### config.mk
export PLATFORM = sky130hd
export DESIGN_NAME = sol_cell
export DESIGN_NICKNAME = d
export VERILOG_FILES = /design/src/design/self_organizing_list_lookup_top_macros.svh /design/src/design/sol_pkg.sv /design/src/design/sol_cell.sv
export SDC_FILE = /design/constraint.sdc
export NUM_CORES = 1
export LEC_CHECK = 0
export BUFFER_PORTS_ARGS = -buffer_cell sky130_fd_sc_hd__buf_2
export CORE_ASPECT_RATIO = 1.5
export CORE_MARGIN = 2
export CORE_UTILIZATION = 49
export CTS_CLUSTER_SIZE = 40
export DETAILED_ROUTE_END_ITERATION = 10
export GPL_TIMING_DRIVEN = 0
export MAX_ROUTING_LAYER = met4
export PLACE_DENSITY = 0.88
export SYNTH_ARGS = -nofsm -noshare
export SYNTH_HDL_FRONTEND = slang
export SYNTH_SLANG_ARGS = --single-unit
### constraint.sdc
create_clock -name clk_i -period 5.7 [get_ports clk_i]
set_input_delay 0.855 -clock clk_i [delete_from_list [all_inputs] [get_ports clk_i]]
set_output_delay 0.855 -clock clk_i [all_outputs]
set_load 0.03 [all_outputs]
### src/design/self_organizing_list_lookup_top_macros.svh
// Assertion macros for the self-organizing list lookup block.
// Used by the top level; the macros expect clk_i and rst_ni in scope.
`ifndef SELF_ORGANIZING_LIST_LOOKUP_TOP_MACROS_SVH
`define SELF_ORGANIZING_LIST_LOOKUP_TOP_MACROS_SVH

// Same-cycle implication, checked outside reset.
`define SOL_ASSERT_NOW(label, ante, cons) \
  label: assert property (@(posedge clk_i) disable iff (!rst_ni) (ante) |-> (cons)) \
    else $error("sol assertion failed");

// Next-cycle implication, checked outside reset.
`define SOL_ASSERT_NEXT(label, ante, cons) \
  label: assert property (@(posedge clk_i) disable iff (!rst_ni) (ante) |=> (cons)) \
    else $error("sol assertion failed");

`endif

### src/design/sol_pkg.sv
// Shared constants, codes and link types of the self-organizing list lookup.
// Used by every module of the block; depends on nothing.
`default_nettype none

package sol_pkg;

  localparam int LIST_DEPTH  = 64;
  localparam int COUNT_BITS  = 16;
  localparam int KEY_W       = 32;
  localparam int IDX_W       = $clog2(LIST_DEPTH);
  localparam int ENTRY_IDX_W = 6;
  localparam int POS_W       = 6;
  localparam int LEN_W       = 7;
  localparam int POL_W       = 2;
  localparam int CFG_IDX_W   = 1;
  localparam int CFG_DATA_W  = 7;
  localparam int IN_TDATA_W  = ((ENTRY_IDX_W + KEY_W + 7) / 8) * 8;
  localparam int OUT_TDATA_W = ((POS_W + 7) / 8) * 8;

  localparam logic [COUNT_BITS-1:0] COUNT_MAX = {COUNT_BITS{1'b1}};

  typedef enum logic [POL_W-1:0] {
    POL_FRONT     = 2'd0,
    POL_TRANSPOSE = 2'd1,
    POL_FREQ      = 2'd2,
    POL_HOLD      = 2'd3
  } policy_e;

  typedef enum logic [0:0] {
    REQ_WRITE  = 1'b0,
    REQ_LOOKUP = 1'b1
  } req_e;

  typedef enum logic [CFG_IDX_W-1:0] {
    CFG_POLICY = 1'b0,
    CFG_LENGTH = 1'b1
  } cfg_idx_e;

  typedef enum logic [1:0] {
    ST_IDLE,
    ST_CMP,
    ST_UPD
  } state_e;

  typedef struct packed {
    logic in_ready;
    logic cmp_en;
    logic upd_en;
  } seq_t;

  typedef struct packed {
    logic                 cmp_en;
    logic                 upd_en;
    logic                 is_lookup;
    policy_e              policy;
    logic [KEY_W-1:0]     key;
    logic [KEY_W-1:0]     front_key;
    logic                 front_take;
  } cell_ctrl_t;

  typedef struct packed {
    logic                  pred;
    logic                  seen;
    logic [KEY_W-1:0]      key;
    logic [COUNT_BITS-1:0] count;
  } down_t;

  typedef struct packed {
    logic                  hit;
    logic                  swap_up;
    logic [COUNT_BITS-1:0] cnt_inc;
  } up_t;

endpackage

`default_nettype wire

### src/design/sol_cell.sv
// One list entry: key, access count, match flag and the reorder logic.
// Depends on sol_pkg; exchanges data with both neighbors every cycle.
`default_nettype none

module sol_cell (
  input  logic               clk_i,
  input  logic               rst_ni,
  input  sol_pkg::cell_ctrl_t ctrl_i,
  input  logic               active_i,
  input  logic               wr_sel_i,
  input  sol_pkg::down_t     down_i,
  input  sol_pkg::up_t       up_i,
  output sol_pkg::down_t     down_o,
  output sol_pkg::up_t       up_o
);

  logic [sol_pkg::KEY_W-1:0]      key_q, key_d;
  logic [sol_pkg::COUNT_BITS-1:0] count_q, count_d;
  logic [sol_pkg::COUNT_BITS-1:0] cnt_inc;
  logic                           match_q;
  logic                           hit;
  logic                           swap_up;

  assign hit     = match_q && !down_i.seen;
  assign cnt_inc = (count_q == sol_pkg::COUNT_MAX) ? count_q : count_q + 1'b1;
  assign swap_up = hit && down_i.pred && (ctrl_i.policy == sol_pkg::POL_FREQ) &&
                   (down_i.count < cnt_inc);

  always_comb begin
    key_d   = key_q;
    count_d = count_q;
    if (ctrl_i.upd_en) begin
      if (!ctrl_i.is_lookup) begin
        if (wr_sel_i) begin
          key_d   = ctrl_i.key;
          count_d = '0;
        end
      end else begin
        case (ctrl_i.policy)
          sol_pkg::POL_FRONT: begin
            if (hit && down_i.pred) begin
              key_d = ctrl_i.front_key;
            end else if (!down_i.pred && ctrl_i.front_take) begin
              key_d = ctrl_i.key;
            end
          end
          sol_pkg::POL_TRANSPOSE: begin
            if (hit && down_i.pred) begin
              key_d = down_i.key;
            end else if (up_i.hit) begin
              key_d = ctrl_i.key;
            end
          end
          sol_pkg::POL_FREQ: begin
            if (swap_up) begin
              key_d   = down_i.key;
              count_d = down_i.count;
            end else if (hit) begin
              count_d = cnt_inc;
            end else if (up_i.swap_up) begin
              key_d   = ctrl_i.key;
              count_d = up_i.cnt_inc;
            end
          end
          default: begin
          end
        endcase
      end
    end
  end

  always_ff @(posedge clk_i) begin
    key_q <= key_d;
    if (ctrl_i.cmp_en) begin
      match_q <= active_i && (key_q == ctrl_i.key);
    end
  end

  always_ff @(posedge clk_i or negedge rst_ni) begin
    if (!rst_ni) begin
      count_q <= '0;
    end else begin
      count_q <= count_d;
    end
  end

  assign down_o.pred  = 1'b1;
  assign down_o.seen  = down_i.seen || match_q;
  assign down_o.key   = key_q;
  assign down_o.count = count_q;

  assign up_o.hit     = hit;
  assign up_o.swap_up = swap_up;
  assign up_o.cnt_inc = cnt_inc;

endmodule

`default_nettype wire

== Yosys cells after proc, flatten, opt, wreduce, memory -nomap -nowiden ==
Cells that the tools add are included.

* Add/sub/neg operators: 1
* Multiply operators: 0
* Divide/modulo/power cells: 0
* Magnitude comparators: 1
* Equality and inequality tests: 11
* Shift operators: 0
* Mux-type cells: 17
* Bitwise operators: 0
* Reduce and logical (&&, ||, !) cells: 13

{| class="wikitable"
|+ Operators by type and width
! kind !! count
|-
| 32-bit 2-to-1 mux || 9
|-
| 16-bit 2-to-1 mux || 7
|-
| 32-bit one-hot mux with 3 select lines || 1
|-
| 32-bit equality test || 1
|-
| 16-bit by 1-bit adder with 16-bit output, second input constant || 1
|-
| 16-bit equality test, second input constant || 1
|-
| 16-bit < comparator || 1
|-
| 4-bit inequality test, second input constant || 4
|-
| 4-bit by 1-bit inequality test with 1-bit output, second input constant || 2
|-
| 7-bit AND reduction || 1
|-
| 1-bit logical AND || 6
|-
| 4-bit AND reduction || 1
|-
| 2-bit by 1-bit equality test with 1-bit output, second input constant || 1
|-
| 2-bit equality test, second input constant || 1
|-
| 1-bit zero test || 2
|-
| 2-bit zero test || 1
|-
| 2-bit by 1-bit inequality test with 1-bit output, second input constant || 1
|-
| 2-bit nonzero test || 1
|-
| 1-bit logical OR || 1
|}

* Flip-flop bits (word level): 49
* Bits in latches: 0
* Memory bits (writable): 0
* ROM bits: 0
* Input bits: 142
* Output and inout bits: 68
* Word-level logic and storage cells: 46
* Memories: 0

== Longest topological paths before layout ==
Gate-level depths: netlist of run 1.

* Depth in word-level cells: 8
* Gate-level depth with buffers: 17
* Mapped depth without buffers: 16

== Least setup slack after synthesis of run 1 ==
OpenSTA, ideal clock, no wires.

* Path type: register -> register
* Start: register count_q[8] (netlist bit)
* End: register key_q[0] (netlist bit), enable pin
* Setup time: 432 ps
* Data arrival time: 5216 ps
* Required time: 5268 ps
* Slack: 52 ps
* Cell stages (with the launch flop): 15
* Path buffers: 2
* Period minus slack after synthesis: 5648 ps
* Cells stage by stage: dfrtp_1 nand4_1 o311ai_0 nor2_1 xor2_1 inv_1 ha_1 nand3_1 a31oi_1 a2111oi_0 o311ai_1 and2_2 buf_12 buf_4 a21oi_1

{| class="wikitable"
|+ RTL lines
! what !! RTL line !! RTL
|-
| start, declared || sol_cell.sv:18 || <nowiki>logic [sol_pkg::COUNT_BITS-1:0] count_q, count_d;</nowiki>
|-
| start signal, assigned || sol_cell.sv:83 || <nowiki>count_q <= count_d;</nowiki>
|-
| end signal, assigned || sol_cell.sv:73 || <nowiki>key_q <= key_d;</nowiki>
|-
| end, declared || sol_cell.sv:17 || <nowiki>logic [sol_pkg::KEY_W-1:0] key_q, key_d;</nowiki>
|}

== Worst setup path in the final report of run 1 ==
* Start: register count_q[0] (netlist bit)
* End: output up_o[16] (netlist bit)

* Longest elaborated chain between the ends: 4

{| class="wikitable"
|+ RTL lines
! what !! RTL line !! RTL
|-
| 16-bit by 1-bit adder with 16-bit output / 16-bit equality test (equally long branches) || sol_cell.sv:25 || <nowiki>assign cnt_inc = (count_q == sol_pkg::COUNT_MAX) ? count_q : count_q + 1'b1;</nowiki>
|-
| 16-bit 2-to-1 mux * || sol_cell.sv:25 ||
|-
| 16-bit < comparator * || sol_cell.sv:27 || <nowiki>(down_i.count < cnt_inc);</nowiki>
|-
| 1-bit logical AND * || sol_cell.sv:26 || <nowiki>assign swap_up = hit && down_i.pred && (ctrl_i.policy == sol_pkg::POL_FREQ) &&</nowiki>
|-
| end, declared || sol_cell.sv:14 || <nowiki>output sol_pkg::up_t up_o</nowiki>
|}

Every way passes the cells marked *; elsewhere a longest branch is shown, timed or not.

==> results of run 1 <==
-- per-layer routing --
metal | share of wire | vias to the layer above
met1 | 0.36 | 2526
li1 | - | 2635
met3 | 0.094 | 54
met5 | 0 | -
met2 | 0.51 | 377
met4 | 0.040 | 0
-- flip-flops by register name, summed over array words and instances (netlist names) --
name	flops
match_q	1
key_q	32
count_q	16
-- final cells by class --
type,count,area share
tap,115,0.0229
inverter,22,0.0132
timing repair buffer,209,0.169
clock buffer,5,0.0200
multi-input combinational,463,0.508
sequential,49,0.222
clock inverter,3,0.00738
buffer,42,0.0375
-- worst reg2reg max path: stages (launching register included) --
cell,delay (ps)
dfrtp_1,540
ha_1,240
nand2_1,150
or4_1,560
nand4_1,140
xor2_1,300
ha_1,310
nand4_1,100
a31oi_1,80
a2111oi_1,530
o311ai_1,200
and2_2,270
buf_12,160
buf_4,190
a21oi_4,260
buf_12,240
-- cells in the final DEF, fill, tap and decap left out, types with 4 or more instances in the layout --
cell type  count
o21ai_0       21
buf_4          5
nand2_1       63
nor2_1        15
xor2_1         8
inv_1         21
nand4_1       78
dfrtp_1       16
clkbuf_16      5
nand3_1       43
a32oi_1        9
buf_1          4
o31ai_1        6
clkbuf_1      20
o22a_1        32
xnor2_1       34
buf_2        217
o21bai_1      33
ha_1          19
edfxtp_1      33
mux2i_1       45
a21oi_1       16
o21ai_1        5
-- worst paths after layout --
check / start / end / depth (start not counted)
worst max-delay path: count_q[0]$_DFFE_PN0P_ / up_o[16] / 15
worst min-delay path: rst_ni / count_q[15]$_DFFE_PN0P_ / 1
worst max register to register: count_q[0]$_DFFE_PN0P_ / key_q[4]$_DFFE_PP_ / 15
worst min register to register: count_q[1]$_DFFE_PN0P_ / count_q[1]$_DFFE_PN0P_ / 2
max in group asynchronous: rst_ni / count_q[6]$_DFFE_PN0P_ / 1
min in group clk_i: count_q[1]$_DFFE_PN0P_ / count_q[1]$_DFFE_PN0P_ / 2
-- cell families after synthesis --
family | share of synthesized area
and+or+nand+nor | 0.240
AOI/OAI and AO/OA | 0.192
buffers and inverters | 0.0651
DFF | 0.285
muxes | 0.0923
xor gates and xnor gates | 0.0754
adders and majority gates | 0.0487
other | 0.000768
-- where the power goes --
group          total, mW  leakage [nW]  internal (mW)  switching [mW]
logic              0.427          2.20          0.163           0.264
registers          0.443         0.523          0.414          0.0288
clock network      0.355        0.0800          0.208           0.147
total               1.22          2.80          0.785           0.440
-- stage by stage --
stage	setup WS [ps]	area (um^2)	setup TNS (ps)	util
after floorplan	51.5	4880	0	-
after global placement	-1090	6070	-34800	0.626
after detailed placement	627	6100	0	0.629
after CTS	283	6270	0	0.647
after global routing	133	6270	0	0.647
final	369	6270	0	0.647
==> impl_metrics.toml, run 1 <==
[floorplanning]
die_w_um = 85.5
core_area_um2 = 9690
die_h_um = 126
die_area_um2 = 10800
ios = 210
rows = 44
start_util = 0.504

[job]
maxCapViolCount = 0

[sta]
hold_viol = 0
finalSetupViolCount = 0
finalCriticalPeriod_ps = 5330
rsz0062_at_grt = "no"
slew_viol_final = 0
slew_headroom = 0.526
min_period_over_period = 0.935
clock_skew_ps = 6.86
hold_ws_ps = 483
fmax_mhz = 188
tightest_slew_ps = 705

[synthesis]
yosys-top-cells-area = "edfxtp_1, nand4_1, mux2i_1, dfrtp_1, xnor2_1"
synth_edf_count = 33
synth_area_per_cell_um2 = 8.47
async_flop_share = 0.327
yosysSeqAreaShare = 0.285
synth_seq_cells = 49
netlist.area_leader.share = 0.203
syn_inst = 576
syn_area_um2 = 4880
synth.largest_area_cell = "edfxtp_1"
ys_top_cells_by_count = "nand4_1, nand2_1, mux2i_1"
post-synth-top-count-cell = "nand4_1"
syn-num-nets = 737
synth_cell_types = 48
yosysWarnings = 0
synthFlopType = "edfxtp_1"

[detailed_routing]
vias = 5592
wl_um = 17300
drt_iter0_drc = 434
drc = 0
wl_per_cell_um = 19.1
drtAntennaViolNets = 0
dr.pass1.iters = 5
viasPerCell = 6.16

[power_and_ir_drop]
p_leak_nw = 2.80
p_total_mw = 1.22
power_density_nw_per_um2 = 195
vdd_drop_max_uv = 121

[cells_and_area]
fillers = 851
seqCellArea_um2 = 1390
multi_input_area_um2 = 3180
num-nets-final = 953
drive_gt1_frac = 0.305
diodes = 0
syn_to_final_growth_pct = 28.5
final-instance-count-excl-fill = 908

[worst_setup_path]
cp-start-kind = "register"
crit_arrival_ps = 4480
worstSetupEndpointType = "primary output"
critical_path_class = "reg2out"
cp_top_family = "simple AND/OR/NAND/NOR gates"
critPathMaxStageDelay_ps = 560
r2r_setup_slack_ps = 1090
required_ps = 4850
crit_fanout = 10
path_buf_inv = 4
cp_cell_sequence = "ha_1, nand2_1, or4_1, nand4_1, xor2_1, ha_1, nand4_1, a31oi_1, a2111oi_1, o311ai_1, and2_2, inv_2, buf_2, buf_4, buf_2"
cp_slowest_cell = "or4_1"

[clocking]
cts_tree = "built"
clock_path_buffers = 2
cts-hold-fix-buffers = 0
cts_inserted_buffers = 5
clock-sinks = 49
cts_resized = 0
clock_latency_ps = 290
cts_root_buf = "clkbuf_16"
path_clk_slew_ps = 70
htreeDepth = 2
cts_setup_buffers = 0

[global_route]
globalRouteOverflowTotal = 0
grt_use_met3 = 0.0419
use_met1 = 0.347
grt_use_total = 0.314
grt_max_degree = 29
first_global_vias = 5327
grt_first_pass_wirelength_um = 26200
busiest_layer = "met2"
grt_util_met2 = 0.551
antenna_found_initial = 0

[placed_design]
numPlacedInstances = 900
port-buffer-count = 208
gp_congestion = 0.941
dp_hpwl_um = 13400

[min_path]
worst_hold_path_type = "in2async"

[status]
outcome = "finished, final reports clean"
No activity file was read; power rests on OpenSTA's default activity.
==> run 2, diff against run 1 <==
--- a/config.mk
+++ b/config.mk
@@ -6,7 +6,7 @@
 export NUM_CORES = 1
 export LEC_CHECK = 0
 export BUFFER_PORTS_ARGS = -buffer_cell sky130_fd_sc_hd__buf_2
-export CORE_ASPECT_RATIO = 1.5
+export CAP_MARGIN = 40
 export CORE_MARGIN = 2
 export CORE_UTILIZATION = 49
 export CTS_CLUSTER_SIZE = 40
==> run 2 against run 1 <==
Global-route usage grew 0.73 points. Register-to-register slack lost 180 ps. Setup slack lost 18 ps. Combinational power is essentially flat. Critical endpoint unchanged. Highest routed layer unchanged.
==> impl_metrics.toml, run 2 (same netlist as run 1, synthesis figures left out) <==
[floorplanning]
start_util = 0.502
die_area_um2 = 10800
rows = 36
ios = 210
die_h_um = 104
die_w_um = 104
core_area_um2 = 9730

[global_route]
grt_first_pass_wirelength_um = 27400
first_global_vias = 5416
globalRouteOverflowTotal = 0
grt_use_total = 0.321
antenna_found_initial = 0
grt_max_degree = 20

[detailed_routing]
drc = 0
wl_um = 17500
wl_per_cell_um = 18.9
viasPerCell = 6.12
drtAntennaViolNets = 0
drt_iter0_drc = 520
dr.pass1.iters = 5
vias = 5667

[placed_design]
dp_hpwl_um = 13200
port-buffer-count = 208
dp_worst_setup_slack_ps = 701
gp_congestion = 0.938
numPlacedInstances = 918

[cells_and_area]
top_regs = "key_q (32), count_q (16), match_q (1)"
seqCellArea_um2 = 1390
diodes = 0
syn_to_final_growth_pct = 27.9
largest-register = "key_q"
final-instance-count-excl-fill = 926
fillers = 861
final_common_cell = "buf_2"
largest_register_ffs = 32
drive_gt1_frac = 0.305
final_cell_mix = "buf_2, nand4_1, nand2_1"
multi_input_area_um2 = 3180
num-nets-final = 953

[power_and_ir_drop]
pwr-share-comb = 0.375
p_leak_nw = 2.78
p_switching_uw = 435
cellInternalPower_uw = 709
p_sw_frac = 0.380
seq_power_share = 0.387
vdd_drop_max_uv = 114
power_density_nw_per_um2 = 183
clkPwrFrac = 0.238
p_total_mw = 1.14

[worst_setup_path]
required_ps = 4850
cp_top_family = "compound AO/OA/AOI/OAI gates"
critPathMaxStageDelay_ps = 710
cp-start-kind = "register"
path_buf_inv = 5
worstSetupEndpointType = "primary output"
crit_arrival_ps = 4490
cp_slowest_cell = "o311ai_0"
crit_fanout = 10
cp_cell_sequence = "nand4_1, o311ai_0, nor2_1, xor2_1, inv_1, ha_1, nand4_1, a31oi_1, a2111oi_1, o311ai_1, and2_2, inv_2, buf_2, buf_4, buf_2"
critical_path_class = "reg2out"

[clocking]
clock_latency_ps = 310
cts_setup_buffers = 0
clock_path_buffers = 2
cts_root_buf = "clkbuf_8"
cts_resized = 0
cts-hold-fix-buffers = 0
htreeDepth = 2
clock-sinks = 49
cts_tree = "built"
cts_inserted_buffers = 5
path_clk_slew_ps = 110

[sta]
fmax_mhz = 187
hold_ws_ps = 448
rsz0062_at_grt = "no"
hold_viol = 0
tightest_slew_ps = 707
finalSetupTns_ps = 0
finalSetupViolCount = 0
min_period_over_period = 0.938
clock_skew_ps = 10.6
slew_viol_final = 0
finalCriticalPeriod_ps = 5350
slew_headroom = 0.523
setup_slack_ps = 351

[min_path]
worst_hold_path_type = "in2async"

[status]
outcome = "finished, final reports clean"

[job]
maxCapViolCount = 0
run 2: changes by cell type in the layout (fill, tap and decap cells not counted):
cell       change
buf_16         +1
clkbuf_8       +5
clkbuf_16      -5
buf_12         -1
run 2: per-layer routing:
| metal | global-route usage | vias up | wire length, um |
|---|---|---|---|
| met1 | 0.420 | 2610 | 6930 |
| li1 | - | 2631 | - |
| met4 | 0.0907 | 0 | 307 |
| met5 | - | - | 0 |
| met3 | 0.0472 | 31 | 1930 |
| met2 | 0.522 | 395 | 8340 |
run 2: area by class of cell:
class,instances,area share
Tap cell,133,0.0267
Multi-Input combinational cell,463,0.510
Inverter,22,0.0132
Sequential cell,49,0.223
Clock inverter,3,0.00741
Buffer,42,0.0377
Clock buffer,5,0.0110
Timing Repair Buffer,209,0.171
run 2: per-stage QoR:
step                       util  cell area, um^2
after floorplan               -             4880
after global placement    0.626             6090
after detailed placement  0.630             6130
after CTS                 0.642             6240
after global routing      0.642             6240
final                     0.642             6240
run 2: power groups by stage:
stage               clock network, mW  logic [mW]  registers (mW)
floorplan                           0       0.214           0.493
global placement                    0       0.411           0.450
detailed placement                  0       0.422           0.449
CTS                             0.273       0.424           0.441
global route                    0.283       0.465           0.446
finish                          0.272       0.429           0.443
run 2: worst paths after layout:
kind	from	to	slack [ps]	cells after the start
worst min register to register	count_q[1]$_DFFE_PN0P_	count_q[1]$_DFFE_PN0P_	600	2
max in group asynchronous	rst_ni	count_q[4]$_DFFE_PN0P_	4970	1
worst max register to register	count_q[8]$_DFFE_PN0P_	key_q[11]$_DFFE_PP_	910	15
min in group clk_i	count_q[1]$_DFFE_PN0P_	count_q[1]$_DFFE_PN0P_	600	2
worst min-delay path	rst_ni	count_q[13]$_DFFE_PN0P_	450	1
worst max-delay path	count_q[8]$_DFFE_PN0P_	up_o[16]	350	15
==> run 3, diff against run 2 <==
--- a/config.mk
+++ b/config.mk
@@ -8,12 +8,13 @@
 export BUFFER_PORTS_ARGS = -buffer_cell sky130_fd_sc_hd__buf_2
 export CAP_MARGIN = 40
 export CORE_MARGIN = 2
-export CORE_UTILIZATION = 49
+export CORE_UTILIZATION = 45
+export CTS_CLUSTER_DIAMETER = 150
 export CTS_CLUSTER_SIZE = 40
 export DETAILED_ROUTE_END_ITERATION = 10
 export GPL_TIMING_DRIVEN = 0
 export MAX_ROUTING_LAYER = met4
-export PLACE_DENSITY = 0.88
+export PLACE_DENSITY = 0.82
 export SYNTH_ARGS = -nofsm -noshare
 export SYNTH_HDL_FRONTEND = slang
 export SYNTH_SLANG_ARGS = --single-unit
==> run 3 against run 2 <==
Final cell count rose by 0.86%. Combinational power about the same. Sequential power is essentially flat. Global-route usage fell by 2.4 points. Flip-flop and latch count unchanged. First-iteration DRC count decreased by 10%. Via count is 0.90% lower. Clock-buffer cell count unchanged. Worst hold slack better by 11 ps.
==> impl_metrics.toml, run 3 (same netlist as run 1, synthesis figures left out) <==
[cells_and_area]
top_regs = "key_q (32), count_q (16), match_q (1)"
final-instance-count-excl-fill = 934
drive_gt1_frac = 0.305
syn_to_final_growth_pct = 28.1
num-nets-final = 953
largest_register_ffs = 32
final_common_cell = "buf_2"
final_cell_mix = "buf_2, nand4_1, nand2_1"
largest-register = "key_q"

[sta]
clock_skew_ps = 10.4
finalSetupViolCount = 0
slew_headroom = 0.529
hold_ws_ps = 460
finalCriticalPeriod_ps = 5190
hold_viol = 0
fmax_mhz = 193
min_period_over_period = 0.911
rsz0062_at_grt = "no"
tightest_slew_ps = 702
slew_viol_final = 0

[worst_setup_path]
worstSetupEndpointType = "primary output"
critical_path_class = "reg2out"
cp-start-kind = "register"
crit_fanout = 10
required_ps = 4850
critPathMaxStageDelay_ps = 550
crit_arrival_ps = 4340
cp_slowest_cell = "or4_1"
cp_cell_sequence = "ha_1, nand2_1, or4_1, nand4_1, xor2_1, ha_1, nand4_1, a31oi_1, a2111oi_1, o31ai_1, and2_2, inv_2, buf_2, buf_4, buf_2"
path_buf_inv = 4
cp_top_family = "simple AND/OR/NAND/NOR gates"

[floorplanning]
ios = 210
die_w_um = 108
rows = 38
die_h_um = 108
start_util = 0.456
die_area_um2 = 11700
core_area_um2 = 10700

[clocking]
clock_path_buffers = 2
cts_tree = "built"
cts_inserted_buffers = 5
clock_latency_ps = 310
htreeDepth = 2
path_clk_slew_ps = 110
clock-sinks = 49
cts_root_buf = "clkbuf_8"

[detailed_routing]
viasPerCell = 6.01
wl_per_cell_um = 18.9
drtAntennaViolNets = 0
wl_um = 17700
drc = 0
drt_iter0_drc = 466
vias = 5616
dr.pass1.iters = 5

[global_route]
grt_max_degree = 21
grt_first_pass_wirelength_um = 26300
grt_use_total = 0.298
antenna_found_initial = 1
first_global_vias = 5133
globalRouteOverflowTotal = 0

[placed_design]
port-buffer-count = 208
numPlacedInstances = 925
gp_congestion = 0.912
dp_hpwl_um = 13400

[status]
outcome = "finished, final reports clean"

[power_and_ir_drop]
p_leak_nw = 2.78
power_density_nw_per_um2 = 183
vdd_drop_max_uv = 121

[min_path]
worst_hold_path_type = "in2async"

[job]
maxCapViolCount = 0
run 3: final timing paths:
path / slack (ps) / end / cells past startpoint / startpoint
worst max-delay path: 510 / up_o[16] / 15 / count_q[0]$_DFFE_PN0P_
worst min-delay path: 460 / count_q[12]$_DFFE_PN0P_ / 1 / rst_ni
worst max register to register: 1040 / key_q[21]$_DFFE_PP_ / 15 / count_q[0]$_DFFE_PN0P_
worst min register to register: 600 / count_q[11]$_DFFE_PN0P_ / 2 / count_q[11]$_DFFE_PN0P_
max in group asynchronous: 4950 / count_q[9]$_DFFE_PN0P_ / 1 / rst_ni
min in group clk_i: 600 / count_q[11]$_DFFE_PN0P_ / 2 / count_q[11]$_DFFE_PN0P_
run 3: per-stage QoR:
stage | instance area [um^2] | TNS, ps | util | power, mW | setup slack [ps]
finish | 6250 | 0 | 0.585 | 1.15 | 505
global route | 6250 | 0 | 0.585 | 1.20 | 163
CTS | 6250 | 0 | 0.584 | 1.14 | 388
detailed placement | 6140 | 0 | 0.574 | 0.873 | 748
global placement | 6100 | -29800 | 0.570 | 0.865 | -932
floorplan | 4880 | 0 | - | 0.707 | 51.5
run 3: where the power goes:
group | total [mW] | internal, mW | switching (mW)
logic | 0.430 | 0.164 | 0.267
clock network | 0.273 | 0.132 | 0.141
registers | 0.443 | 0.414 | 0.0290
run 3: area by class of cell:
type	count	area [um^2]
multi-input cells	463	3180
clock inverters	3	46.3
inverters	22	82.6
diodes	1	2.50
plain buffers	42	235
well taps	140	175
fillers	999	4440
flip-flops and latches	49	1390
clock buffers	5	68.8
repair buffers	209	1070
run 3: per-layer routing:
| metal | wire length (um) | GRT usage |
|---|---|---|
| met5 | 0 | - |
| met2 | 8290 | 0.504 |
| met1 | 7080 | 0.359 |
| met4 | 553 | 0.108 |
| met3 | 1750 | 0.0488 |
run 3: worst reg2reg max path, delay by kind of cell, from the launching register on:
kind                     cells  cell delay (ps)
AND/OR/NAND/NOR              5             1190
buffers and inverters        3              600
AO/OA/AOI/OAI                4             1250
adder cells (fa/ha/maj)      2              540
XOR/XNOR                     1              270
flip-flops                   1              520
run 3: repair_timing:
| item | CTS | global route |
|---|---|---|
| resized for setup | 0 | 1 |
| hold buffers | 0 | 0 |
| endpoints found under the setup margin | 0 | 1 |
| setup buffers | 0 | 0 |
| hold endpoints to repair | 0 | 0 |
